--- src/hdl/bmhq_pkg.sv ---
// Shared types and constants for the binary max-heap queue.
`default_nettype none
package bmhq_pkg;

  localparam int DATA_W  = 32;
  localparam int COUNT_W = 11;
  // index fields sized for the largest supported capacity (65536)
  localparam int IDX_W   = 17;
  localparam int STEP_W  = 5;

  localparam logic OP_INSERT = 1'b0;
  localparam logic OP_REMOVE = 1'b1;

  localparam logic [1:0] ST_OK    = 2'd0;
  localparam logic [1:0] ST_EMPTY = 2'd1;
  localparam logic [1:0] ST_FULL  = 2'd2;

  // token kinds walking down the level chain
  localparam logic [1:0] TK_INS   = 2'd0;
  localparam logic [1:0] TK_FETCH = 2'd1;
  localparam logic [1:0] TK_DEL   = 2'd2;

  typedef struct packed {
    logic                     op;
    logic signed [DATA_W-1:0] value;
  } req_t;

  typedef struct packed {
    logic signed [DATA_W-1:0] removed_value;
    logic                     removed_valid;
    logic [1:0]               status;
    logic [COUNT_W-1:0]       count;
    logic                     empty_res;
  } rsp_t;

  typedef struct packed {
    logic                     valid;
    logic [1:0]               kind;
    logic                     done;
    logic signed [DATA_W-1:0] key;
    logic signed [DATA_W-1:0] top;
    logic [IDX_W-1:0]         idx;
    logic [IDX_W-1:0]         target;
    logic [STEP_W-1:0]        steps;
  } tok_t;

  typedef struct packed {
    logic             valid;
    logic [IDX_W-1:0] idx;
  } probe_t;

  typedef struct packed {
    logic signed [DATA_W-1:0] left;
    logic signed [DATA_W-1:0] right;
  } kids_t;

endpackage
`default_nettype wire

--- src/hdl/bmhq_ram.sv ---
// Generic RAM: one write port, two registered read ports.
`default_nettype none
module bmhq_ram #(
  parameter int WIDTH = 32,
  parameter int DEPTH = 2
) (
  input  wire logic                                 clk,
  input  wire logic                                 we,
  input  wire logic [(DEPTH > 1 ? $clog2(DEPTH) : 1)-1:0] waddr,
  input  wire logic [WIDTH-1:0]                     wdata,
  input  wire logic [(DEPTH > 1 ? $clog2(DEPTH) : 1)-1:0] raddr_a,
  input  wire logic [(DEPTH > 1 ? $clog2(DEPTH) : 1)-1:0] raddr_b,
  output logic      [WIDTH-1:0]                     rdata_a,
  output logic      [WIDTH-1:0]                     rdata_b
);

  logic [WIDTH-1:0] mem [0:DEPTH-1];

  always_ff @(posedge clk) begin
    if (we) begin
      mem[waddr] <= wdata;
    end
    rdata_a <= mem[raddr_a];
    rdata_b <= mem[raddr_b];
  end

endmodule
`default_nettype wire

--- src/hdl/bmhq_cell.sv ---
// One heap level: its slot RAM, the per-level compare and the hand-off to the next level.
`default_nettype none
module bmhq_cell import bmhq_pkg::*; #(
  parameter int   LEVEL = 0,
  parameter logic LAST  = 1'b0
) (
  input  wire logic   clk,
  input  wire logic   rst,
  input  wire tok_t   tok_in,
  output tok_t        tok_out,
  input  wire probe_t probe_in,
  output probe_t      probe_out,
  input  wire kids_t  kids_in,
  output kids_t       kids_out
);

  localparam int DEPTH = 1 << LEVEL;
  localparam int AW    = (LEVEL > 0) ? LEVEL : 1;
  localparam logic [IDX_W-1:0] OFF_MASK = IDX_W'((1 << LEVEL) - 1);
  localparam logic [AW-1:0]    ODD      = (LEVEL > 0) ? AW'(1) : '0;
  localparam logic             HAS_KIDS = !LAST;

  tok_t                     hold;
  tok_t                     out;
  tok_t                     nxt;
  logic                     busy;
  logic [AW-1:0]            own_off;
  logic [AW-1:0]            probe_off;
  logic [AW-1:0]            ra;
  logic [AW-1:0]            rb;
  logic [AW-1:0]            wa;
  logic                     we;
  logic signed [DATA_W-1:0] wd;
  logic signed [DATA_W-1:0] rd_a;
  logic signed [DATA_W-1:0] rd_b;
  logic [STEP_W-1:0]        dm1;
  logic [IDX_W:0]           cl;
  logic [IDX_W:0]           cr;
  logic [IDX_W:0]           lim;
  logic                     lv;
  logic                     rv;
  logic                     pick_r;
  logic signed [DATA_W-1:0] cv;
  logic [IDX_W:0]           cidx;

  assign own_off   = AW'(tok_in.idx & OFF_MASK);
  assign probe_off = AW'(probe_in.idx & OFF_MASK);
  assign ra        = probe_in.valid ? probe_off : own_off;
  assign rb        = probe_off | ODD;

  // parent asks for the two children of its hole
  assign probe_out.valid = HAS_KIDS && tok_in.valid && !tok_in.done && (tok_in.kind == TK_DEL);
  assign probe_out.idx   = tok_in.idx << 1;

  assign kids_out.left  = rd_a;
  assign kids_out.right = rd_b;

  assign tok_out = out;

  bmhq_ram #(
    .WIDTH (DATA_W),
    .DEPTH (DEPTH)
  ) u_ram (
    .clk     (clk),
    .we      (we),
    .waddr   (wa),
    .wdata   (wd),
    .raddr_a (ra),
    .raddr_b (rb),
    .rdata_a (rd_a),
    .rdata_b (rd_b)
  );

  always_comb begin
    nxt    = hold;
    we     = 1'b0;
    wa     = AW'(hold.idx & OFF_MASK);
    wd     = hold.key;
    dm1    = hold.steps - STEP_W'(1);
    cl     = {hold.idx, 1'b0};
    cr     = {hold.idx, 1'b1};
    lim    = {1'b0, hold.target};
    lv     = HAS_KIDS && (cl <= lim);
    rv     = HAS_KIDS && (cr <= lim);
    pick_r = rv && !(kids_in.left > kids_in.right);
    cv     = pick_r ? kids_in.right : kids_in.left;
    cidx   = pick_r ? cr : cl;
    case (hold.kind)
      TK_INS: begin
        if (hold.steps == '0) begin
          we       = busy;
          nxt.done = 1'b1;
        end else begin
          if (hold.key > rd_a) begin
            we      = busy;
            nxt.key = rd_a;
          end
          nxt.idx   = {hold.idx[IDX_W-2:0], hold.target[dm1]};
          nxt.steps = dm1;
        end
      end
      TK_FETCH: begin
        if (LEVEL == 0) begin
          nxt.top = rd_a;
        end
        if (hold.steps == '0) begin
          nxt.key  = rd_a;
          nxt.done = 1'b1;
        end else begin
          nxt.idx   = {hold.idx[IDX_W-2:0], hold.target[dm1]};
          nxt.steps = dm1;
        end
      end
      TK_DEL: begin
        we = busy;
        if (lv && (cv > hold.key)) begin
          wd      = cv;
          nxt.idx = IDX_W'(cidx);
        end else begin
          nxt.done = 1'b1;
        end
      end
      default: begin
        nxt.done = 1'b1;
      end
    endcase
  end

  always_ff @(posedge clk) begin
    if (tok_in.valid) begin
      hold <= tok_in;
    end
  end

  always_ff @(posedge clk) begin
    if (rst) begin
      busy      <= 1'b0;
      out.valid <= 1'b0;
    end else begin
      busy <= tok_in.valid && !tok_in.done;
      if (tok_in.valid && tok_in.done) begin
        out <= tok_in;
      end else if (busy) begin
        out <= nxt;
      end else begin
        out.valid <= 1'b0;
      end
    end
  end

endmodule
`default_nettype wire

--- config.mk ---
export PLATFORM = sky130hd
export DESIGN_NAME = bmhq_cell
export DESIGN_NICKNAME = d
export VERILOG_FILES = /design/src/hdl/bmhq_pkg.sv /design/src/hdl/bmhq_ram.sv /design/src/hdl/bmhq_cell.sv
export SDC_FILE = /design/constraint.sdc
export NUM_CORES = 1
export LEC_CHECK = 0
export BUFFER_PORTS_ARGS = -buffer_cell sky130_fd_sc_hd__buf_4
export CAP_MARGIN = 20
export CORE_MARGIN = 2
export CORE_UTILIZATION = 50
export DETAILED_ROUTE_END_ITERATION = 8
export MAX_ROUTING_LAYER = met4
export PLACE_DENSITY_LB_ADDON = 0.3
export SLEW_MARGIN = 20
export SYNTH_ARGS = -nofsm -noshare
export SYNTH_HDL_FRONTEND = slang
export SYNTH_SLANG_ARGS = --single-unit
--- constraint.sdc ---
create_clock -name clk -period 10.8 [get_ports clk]
set_input_delay 2.7 -clock clk [delete_from_list [all_inputs] [get_ports clk]]
set_output_delay 2.7 -clock clk [all_outputs]
set_load 0.03 [all_outputs]
==> results.tsv, run 1 <==
metric	value	unit
Final GP Congestion	0.847	
EDFF count, synth	244	
Yosys top cell by area	edfxtp_1	
Buffers on Ports	360	
most common cell after layout, fill and taps aside	buf_4	
Setup crit end kind	flop	
Final Hold Viols	0	
dpl cells	1982	
WL final	41.3	mm
Cell Chain, Critical Path	buf_4 > inv_1 > ha_1 > nand4_1 > nor4_2 > o31ai_1 > and2_1 > o21a_1 > or2_2 > o21ai_1 > ha_1 > nor2b_1 > o211ai_1 > a21oi_1 > a211o_1 > a211oi_1 > a211oi_1 > nor2_4 > mux2_2	
DP HPWL	29.4	mm
core box area	0.0289	mm2
Tmin final	8.43	ns
Total GRT Usage	26.5	%
final instance area	0.0184	mm2
Initial DRC Count	987	
most frequent cells in the layout	buf_4, edfxtp_1, a21oi_1, nand2_1, inv_1	
Yosys warnings	0	
Async S/R FF share, synth	0	%
Reg2Reg Setup Slack	4.39	ns
H-tree depth	1	
status	finished clean	
synth top area cells	edfxtp_1, ha_1, dfxtp_1, a21oi_1, o21ai_0	
Clock Skew	0.0178	ns
max-cap violation count	0	
type of origin of the critical path	primary input	
hold_buf cts	0	
Main synth FF type	edfxtp_1	
Critical Path RT	11.08	ns
clk buf depth	3	
largest net degree at the start of global routing	86	
Worst VDD drop	158	uV
Worst path top cell family by delay	simple AND/OR/NAND/NOR gates	
sequential power share	45.8	%
Worst Hold Class	flop to flop	
Root Buffer Master	clkbuf_16	
first-pass GRT wire length	62.0	mm
CTS-repair resized insts	0	
initial core utilization	51.2	%
Avg Cell Area, Syn	11.1	um2
leakage power	0.00797	uW
setup TNS	0	ns
initial antenna violation count	0	
gr ovfl total	0	
flops & latches, synth	278	
DR vias	11439	
Final Cycle Share	78.1	%
n_diodes	0	
Slowest-stage cell, CP	nor2_4	
layout cell share with drive strength beyond 1	29.7	%
nets	1934	
Post-Syn Instances	1334	
post-route ant nets	0	
CTS tree	yes	
DR pass1 iterations	5	
Internal Pwr Total	2050	uW
cell count of the worst hold path	0	
Finished Layout Cells	2035	
Ports	380	
Comb pwr share	18.7	%
area grow syn2layout	24.6	%
Crit path largest cell delay	0.87	ns
die height	176	um
DRC viols	0	
clock latency on the worst-skew pair	0.54	ns
actual slew at the worst max-slew pin	1.08	ns
maximum clock rate	0.119	GHz
worst-path fanout max	33	
Rows	62	
Power Density	152	mW/mm2
CP Data Arrival Time	8.71	ns
Power Total	2800	uW
Synth top area share	49.6	%
die area	0.0309	mm2
clk sinks	278	
Worst Setup Slack, final	2.37	ns
Placed Area	0.0174	mm2
Slew headroom	27.8	%
Slew Limit Fails	0	
post-synthesis sequential area ratio	54.2	%
Via density	5.62	
WP buf/inv	2	
number of buffers created by CTS	29	
Post-Syn Nets	1639	
kind of critical path	primary input to flop	
switching share of power	27.1	%
DP Worst Slack	1.88	ns
RSZ-0062 raised after global routing	false	
Die Span X	176	um
Post-CTS Setup Repair Bufs	0	
WL/cell	20.3	um
Setup violations, final	0	
clock network power share	35.5	%
synth unique cells	62	
mapped cell area	0.0148	mm2
total stage count of the critical path	19	
vias in the first global route	10970	
sw power	759	uW
Reg clk slew, reported paths	0.06	ns
reg2reg path depth	19	
## metrics by stage
stage               util, %  hold WS [ns]
finish                 63.8         0.340
global route           63.8         0.345
CTS                    63.8         0.341
detailed placement     60.4         0.327
global placement       60.4         0.324
floorplan                 -         0.323
## path summary, 6_finish.rpt
path / from / end
max reg2reg: cl[7] / u_ram.mem[0][1]
min reg2reg: u_ram.mem[0][8] / u_ram.rdata_a[8]
max: kids_in[27] / u_ram.mem[0][1]
min: u_ram.mem[0][8] / u_ram.rdata_a[8]
## cells by family after synthesis
group	after synthesis	synth area share [%]
AO/OA/AOI/OAI	330	12.9
AND/OR/NAND/NOR	298	9.26
flip-flops	278	54.2
buffers and inverters	223	7.22
adder cells (fa/ha/maj)	114	9.66
multiplexers	86	6.44
XOR/XNOR	4	0.237
other	1	0.0254
## layout make-up
class,count,area (um2)
fillers,2297,10500
flip-flops and latches,278,8010
multi-input cells,833,5740
repair buffers,371,2790
clock buffers,39,833
well taps,384,480
inverters,116,435
clock inverters,14,120
## metal layers
| metal | GRT usage (%) | routed length (um) | up-vias |
|---|---|---|---|
| met1 | 34.2 | 17000 | 5492 |
| met2 | 43.5 | 19900 | 508 |
| li1 | - | - | 5381 |
| met5 | - | 0 | - |
| met3 | 4.98 | 3540 | 58 |
| met4 | 6.68 | 844 | 0 |
## flip-flops by register name, indices dropped and copies added (netlist names)
signal	cells
busy	1
tok_out	107
u_ram.mem	32
hold	89
cl	17
u_ram.rdata_a	32
## Yosys cell counts (17+ instances only)
library cell,n
a21oi_1,129
a221oi_1,23
buf_4,53
clkbuf_1,42
dfxtp_1,34
edfxtp_1,244
ha_1,114
inv_1,116
mux2_2,32
mux2i_1,50
nand2_1,120
nand4_1,25
nor2_1,98
o21ai_0,105
o21ai_1,17
## power groups by stage
stage / logic (uW) / clock network (uW) / registers [uW]
after floorplan: 286 / 0 / 1340
after detailed placement: 520 / 0 / 1310
after CTS: 523 / 1010 / 1290
after global routing: 570 / 1050 / 1290
after global placement: 509 / 0 / 1310
final: 524 / 995 / 1290
Note: power is estimated with default switching activity, not from simulation.
==> run 2, diff against run 1 <==
ABC_AREA = 1   (was not set)
CORE_UTILIZATION = 49   (was 50)
clock period = 7.26 ns   (was 10.8 ns; I/O delays follow)
==> results.tsv, run 2 <==
metric	value	unit	change
Setup crit end kind	flop		
Die Span X	184	um	+4.9%
DR pass1 iterations	6		+1
sw power	1270	uW	+67%
reg2reg path depth	21		+2
Rows	66		+6.5%
Ports	380		unchanged
Initial DRC Count	1570		+59%
nets	2384		+23%
gr ovfl total	0		unchanged
clock latency on the worst-skew pair	0.56	ns	+0.02 ns
DR vias	14052		+23%
area grow syn2layout	22.7	%	
die height	184	um	+4.9%
most common cell after layout, fill and taps aside	nand2_1		
total stage count of the critical path	23		+4
Async S/R FF share, synth	0	%	unchanged
Avg Cell Area, Syn	8.86	um2	-20%
clk buf depth	3		unchanged
Final Cycle Share	84.5	%	
Cell Chain, Critical Path	buf_4 > inv_1 > ha_1 > nand4_1 > inv_1 > nand2_1 > inv_1 > a21oi_1 > nand3_1 > nand3_2 > nand2_2 > buf_4 > o21ai_0 > ha_1 > a21oi_1 > o21a_1 > a21oi_1 > nor2_1 > nand3_1 > nand3_4 > nor2_4 > inv_2 > o21ai_0		
post-route ant nets	0		unchanged
Post-CTS Setup Repair Bufs	0		unchanged
Synth top cells by count	nand2_1, edfxtp_1, inv_1, a21oi_1, nor2_1		
hold_buf cts	0		unchanged
Total GRT Usage	27.8	%	+1.3 points
Final GP Congestion	0.917		+8.2%
H-tree depth	1		unchanged
WL final	47.2	mm	+14%
WP buf/inv	6		+4
switching share of power	29.3	%	+2.2 points
synth unique cells	40		-35%
Slew headroom	33.1	%	+5.3 points
vias in the first global route	13157		+20%
max reg flops	107		unchanged
layout cell share with drive strength beyond 1	21.1	%	-8.6 points
synth top area cells	edfxtp_1, nand2_1, ha_1, inv_1, a21oi_1		
Worst Hold Class	flop to flop		
worst reg2reg path startpoint	cl[11]		
Main synth FF type	edfxtp_1		
Slowest-stage cell, CP	inv_2		
CP startpoint	kids_in[31]		
mapped cell area	0.0160	mm2	+8.0%
type of origin of the critical path	primary input		
Worst VDD drop	195	uV	+24%
Buffers on Ports	360		unchanged
Reg2Reg Setup Slack	2.00	ns	-2.39 ns
final hold slack	0.333	ns	-0.00647 ns
Worst path top cell family by delay	simple AND/OR/NAND/NOR gates		
Clock Skew	0.0251	ns	+0.00734 ns
sequential power share	44.2	%	-1.6 points
initial antenna violation count	3		+3
Tmin final	6.13	ns	
maximum clock rate	0.163	GHz	
kind of critical path	primary input to flop		
Fillers	2738		+19%
setup TNS	0	ns	unchanged
leakage power	0.00900	uW	+13%
Final Hold Viols	0		unchanged
EDFF count, synth	244		unchanged
Yosys warnings	0		unchanged
number of buffers created by CTS	30		+3.4%
status	finished clean		
clk sinks	278		unchanged
Setup violations, final	0		unchanged
Root Buffer Master	clkbuf_16		
flops & latches, synth	278		unchanged
worst-path fanout max	33		unchanged
first-pass GRT wire length	71.4	mm	+15%
CP Data Arrival Time	6.40	ns	-2.31 ns
die area	0.0340	mm2	+10%
Crit path largest cell delay	0.54	ns	-0.33 ns
Via density	5.52		-1.9%
Internal Pwr Total	3060	uW	+50%
Synth top area share	45.9	%	-3.7 points
Reg clk slew, reported paths	0.06	ns	about the same
CTS-repair resized insts	0		unchanged
Critical Path RT	7.52	ns	-3.56 ns
CTS tree	yes		
Post-Syn Nets	2105		+28%
most common cell in the netlist	nand2_1		
DP HPWL	33.0	mm	+12%
Power Density	221	mW/mm2	+45%
Worst Setup EP	u_ram.mem[0][0]		
core box area	0.0323	mm2	+12%
max-cap violation count	0		unchanged
largest net degree at the start of global routing	93		+8.1%
Slew Limit Fails	0		unchanged
RSZ-0062 raised after global routing	false		
actual slew at the worst max-slew pin	1.00	ns	-0.0768 ns
most frequent cells in the layout	nand2_1, buf_4, edfxtp_1, inv_1, a21oi_1		
DRC viols	0		unchanged
Comb pwr share	20.7	%	+2.0 points
Yosys top cell by area	edfxtp_1		
WL/cell	18.5	um	-8.6%
initial core utilization	49.4	%	-1.8 points
Post-Syn Instances	1800		+35%
post-synthesis sequential area ratio	50.2	%	-4.0 points
Reg-to-Reg End	u_ram.mem[0][0]		
post-layout util	60.6	%	-3.1 points
Power Total	4330	uW	+54%
clock network power share	35.2	%	-0.3 points
==> run 2: cell count changes after synthesis, sizes merged, moves of 17 or more <==
cell    before  now
mux2        32    0
o211ai       8   41
mux2i       50    0
nand3        5   71
nand4       25   42
nand2      120  436
a31oi        1   34
inv        116  218
a221oi      23    0
a21oi      129  149
nor2        98  125
==> run 2: cell families after synthesis <==
logic type	count (synthesis)	synth area share [%]
flops	278	50.2
other cells	1	0.0235
xor+xnor	2	0.110
compound gates	368	12.7
fa+ha+maj	114	8.94
buf+inv	351	9.95
simple gates	686	18.1
==> run 2: area by class of cell <==
type                            count  area (um2)  area share, %
Multi-Input combinational cell   1171        6390           32.6
Timing Repair Buffer              377        2830           14.5
Clock buffer                       37         798           4.08
Clock inverter                     18         161          0.824
Tap cell                          442         553           2.82
Inverter                          221         831           4.24
Antenna cell                        3        7.51         0.0383
Sequential cell                   278        8010           40.9
==> run 2: power groups by stage <==
stage	Combinational (uW)	Sequential [uW]	Clock [uW]
after global placement	858	1940	0
after CTS	888	1910	1540
after global routing	992	1920	1600
final	895	1910	1520
after detailed placement	882	1940	0
after floorplan	512	2000	0
==> run 2: how the worst min path moves through the flow <==
stage	from	endpoint	slack (ns)	depth (start not counted)
after floorplan	u_ram.mem[0][0]	u_ram.rdata_a[0]	0.32	0
after global placement	u_ram.mem[0][21]	u_ram.rdata_a[21]	0.32	0
after detailed placement	u_ram.mem[0][7]	u_ram.rdata_a[7]	0.33	0
after CTS	u_ram.mem[0][11]	u_ram.rdata_a[11]	0.34	0
after global routing	u_ram.mem[0][11]	u_ram.rdata_a[11]	0.33	0
final	u_ram.mem[0][20]	u_ram.rdata_a[20]	0.33	0
==> run 2: routing by layer <==
metal	GRT usage [%]	vias up	wire length [um]
met5	-	-	0
met4	10.0	0	1450
met3	3.73	91	4490
met2	43.0	763	21600
met1	37.5	6540	19700
li1	-	6658	-
==> run 2: per-stage QoR <==
step	cell area [um2]	worst slack (ns)	std cells
final	19600	1.13	2547
after global routing	19600	0.847	2547
after CTS	19600	1.22	2544
after detailed placement	18600	0.642	2489
after global placement	18600	0.727	2489
after floorplan	16000	1.33	1800
==> run 3, diff against run 2 <==
ABC_AREA = 0   (was 1)
clock period = 5.4 ns   (was 7.26 ns; I/O delays follow)
==> results.tsv, run 3 (synthesis gave the netlist of run 1 again) <==
metric	value	unit	change
status	finished, violations left		
failing checks	negative setup slack		
post-route ant nets	0		unchanged
Setup crit end kind	flop		
Via density	5.56		+0.71%
vias in the first global route	11835		-10%
setup TNS	-3.05	ns	-3.05 ns
leakage power	0.00838	uW	-6.9%
Root Buffer Master	clkbuf_16		
gr ovfl total	0		unchanged
Die Span X	178	um	-3.7%
clock latency on the worst-skew pair	0.55	ns	about the same
Reg clk slew, reported paths	0.06	ns	about the same
Clock Skew	0.0112	ns	-0.0139 ns
kind of critical path	primary input to flop		
Worst Setup Slack, final	-0.0996	ns	-1.23 ns
Worst VDD drop	246	uV	+26%
number of buffers created by CTS	29		-3.3%
die area	0.0315	mm2	-7.3%
nets	2003		-16%
Slew headroom	24.4	%	-8.7 points
core box area	0.0296	mm2	-8.2%
max reg flops	107		unchanged
RSZ-0062 raised after global routing	true		
largest net degree at the start of global routing	106		+14%
reg2reg path depth	21		unchanged
post-layout util	65.6	%	+5.0 points
Buffers on Ports	360		unchanged
actual slew at the worst max-slew pin	1.13	ns	+0.130 ns
clk sinks	278		unchanged
Hold Crit Start	u_ram.mem[0][13]		
Ports	380		unchanged
worst reg2reg path startpoint	cl[9]		
Final Cycle Share	102	%	
clk buf depth	3		unchanged
Rows	63		-4.5%
dpl cells	2045		-18%
Finished Layout Cells	2112		-17%
met1 global-route usage	35.0	%	-2.5 points
hold endpoint	u_ram.rdata_a[13]		
Slew Limit Fails	0		unchanged
Most Used Layer, Global Route	met2		
initial antenna violation count	2		-1
area grow syn2layout	31.7	%	
Crit path largest cell delay	0.40	ns	-0.14 ns
Worst Hold Class	flop to flop		
H-tree depth	1		unchanged
DR pass1 iterations	5		-1
CP Data Arrival Time	5.80	ns	-0.60 ns
DP HPWL	30.0	mm	-9.1%
Final Hold Viols	0		unchanged
Power Density	294	mW/mm2	+33%
Initial DRC Count	1079		-31%
Cell Chain, Critical Path	buf_4 > inv_1 > ha_4 > a21oi_2 > o21ai_2 > a221o_1 > o31ai_4 > and2_4 > o21a_1 > or2_4 > buf_12 > mux2i_4 > ha_2 > nor2b_4 > o211ai_1 > a21oi_1 > a211o_1 > a211oi_2 > nor4b_4 > buf_4 > nor2_4 > buf_12 > mux2_4		
first-pass GRT wire length	65.1	mm	-8.9%
initial core utilization	49.8	%	+0.41 points
DR vias	11735		-16%
met2 Track Usage GR	45.2	%	+2.1 points
Setup violations, final	41		+41
max-cap violation count	0		unchanged
Tmin final	5.50	ns	
GR Util met3	5.23	%	+1.5 points
most common cell after layout, fill and taps aside	buf_4		
Slowest-stage cell, CP	a221o_1		
CTS tree	yes		
Reg2Reg Setup Slack	0.31	ns	-1.69 ns
Reg-to-Reg End	u_ram.mem[0][10]		
worst-path fanout max	17		-48%
Final GP Congestion	0.884		-3.6%
WL/cell	20.4	um	+10%
WL final	43.2	mm	-8.7%
die height	178	um	-3.7%
type of origin of the critical path	primary input		
DRC viols	0		unchanged
most frequent cells in the layout	buf_4, edfxtp_1, a21oi_1, nand2_1, inv_1		
Placed Area	0.0181	mm2	-2.8%
final instance area	0.0194	mm2	-0.70%
layout cell share with drive strength beyond 1	35.2	%	+14 points
Total GRT Usage	27.6	%	-0.15 points
cell count of the worst hold path	0		unchanged
maximum clock rate	0.182	GHz	
Fillers	2279		-17%
Critical Path RT	5.70	ns	-1.82 ns
-- run 3: changes by cell type in the layout (fill, tap and decap cells not counted), sizes merged, moves of 33 or more --
cell	before	now
nand3	71	5
o211ai	41	8
mux2i	0	50
nand2	436	120
buf	377	440
a31oi	34	1
inv	219	117
-- run 3: power breakdown --
part / switching [uW] / internal, uW
Sequential: 73.0 / 2500
Combinational: 676 / 515
Clock: 832 / 1120
-- run 3: worst max-delay path by stage --
stage	end	from	depth (start not counted)	slack (ns)
2_1_floorplan	tok_out[103]	kids_in[15]	23	-0.19
3_3_place_gp	tok_out[103]	kids_in[5]	22	-0.79
3_5_place_dp	tok_out[25]	kids_in[15]	23	-0.91
4_1_cts	tok_out[103]	kids_in[7]	23	-0.03
5_1_grt	tok_out[36]	kids_in[11]	24	-0.28
6_report	u_ram.mem[0][10]	kids_in[7]	23	-0.1
-- run 3: area by class of cell --
| type | count | area, um2 | area share [%] |
|---|---|---|---|
| Antenna cell | 2 | 5.00 | 0.0257 |
| Clock buffer | 38 | 790 | 4.06 |
| Clock inverter | 15 | 125 | 0.643 |
| Inverter | 116 | 473 | 2.43 |
| Multi-Input combinational cell | 833 | 6120 | 31.5 |
| Sequential cell | 278 | 8010 | 41.2 |
| Tap cell | 390 | 488 | 2.51 |
| Timing Repair Buffer | 440 | 3440 | 17.7 |
-- run 3: worst max-delay path: cells and delay by family --
kind	cells	cell delay [ns]
compound gates	9	1.95
fa+ha+maj	2	0.46
buf+inv	5	0.71
mux	2	0.55
simple gates	5	0.77
-- run 3: per-layer routing --
layer,wire [um],vias up
li1,-,5516
met1,17400,5608
met2,20900,520
met3,3480,91
met4,1370,0
met5,0,-
-- run 3: per-stage QoR --
stage / setup slack [ns] / hold slack [ns] / power, uW
finish: -0.0996 / 0.330 / 5710
global route: -0.281 / 0.334 / 5950
CTS: -0.0302 / 0.330 / 5720
detailed placement: -0.912 / 0.327 / 3740
global placement: -0.789 / 0.324 / 3700
floorplan: -0.187 / 0.323 / 3280
-- run 3: timing repair --
action,in CTS,in global routing
cloned,1,0
gates resized for setup,45,34
pin swaps,9,9
hold buffers,0,0
setup endpoints to repair,50,50
setup buffers,8,5
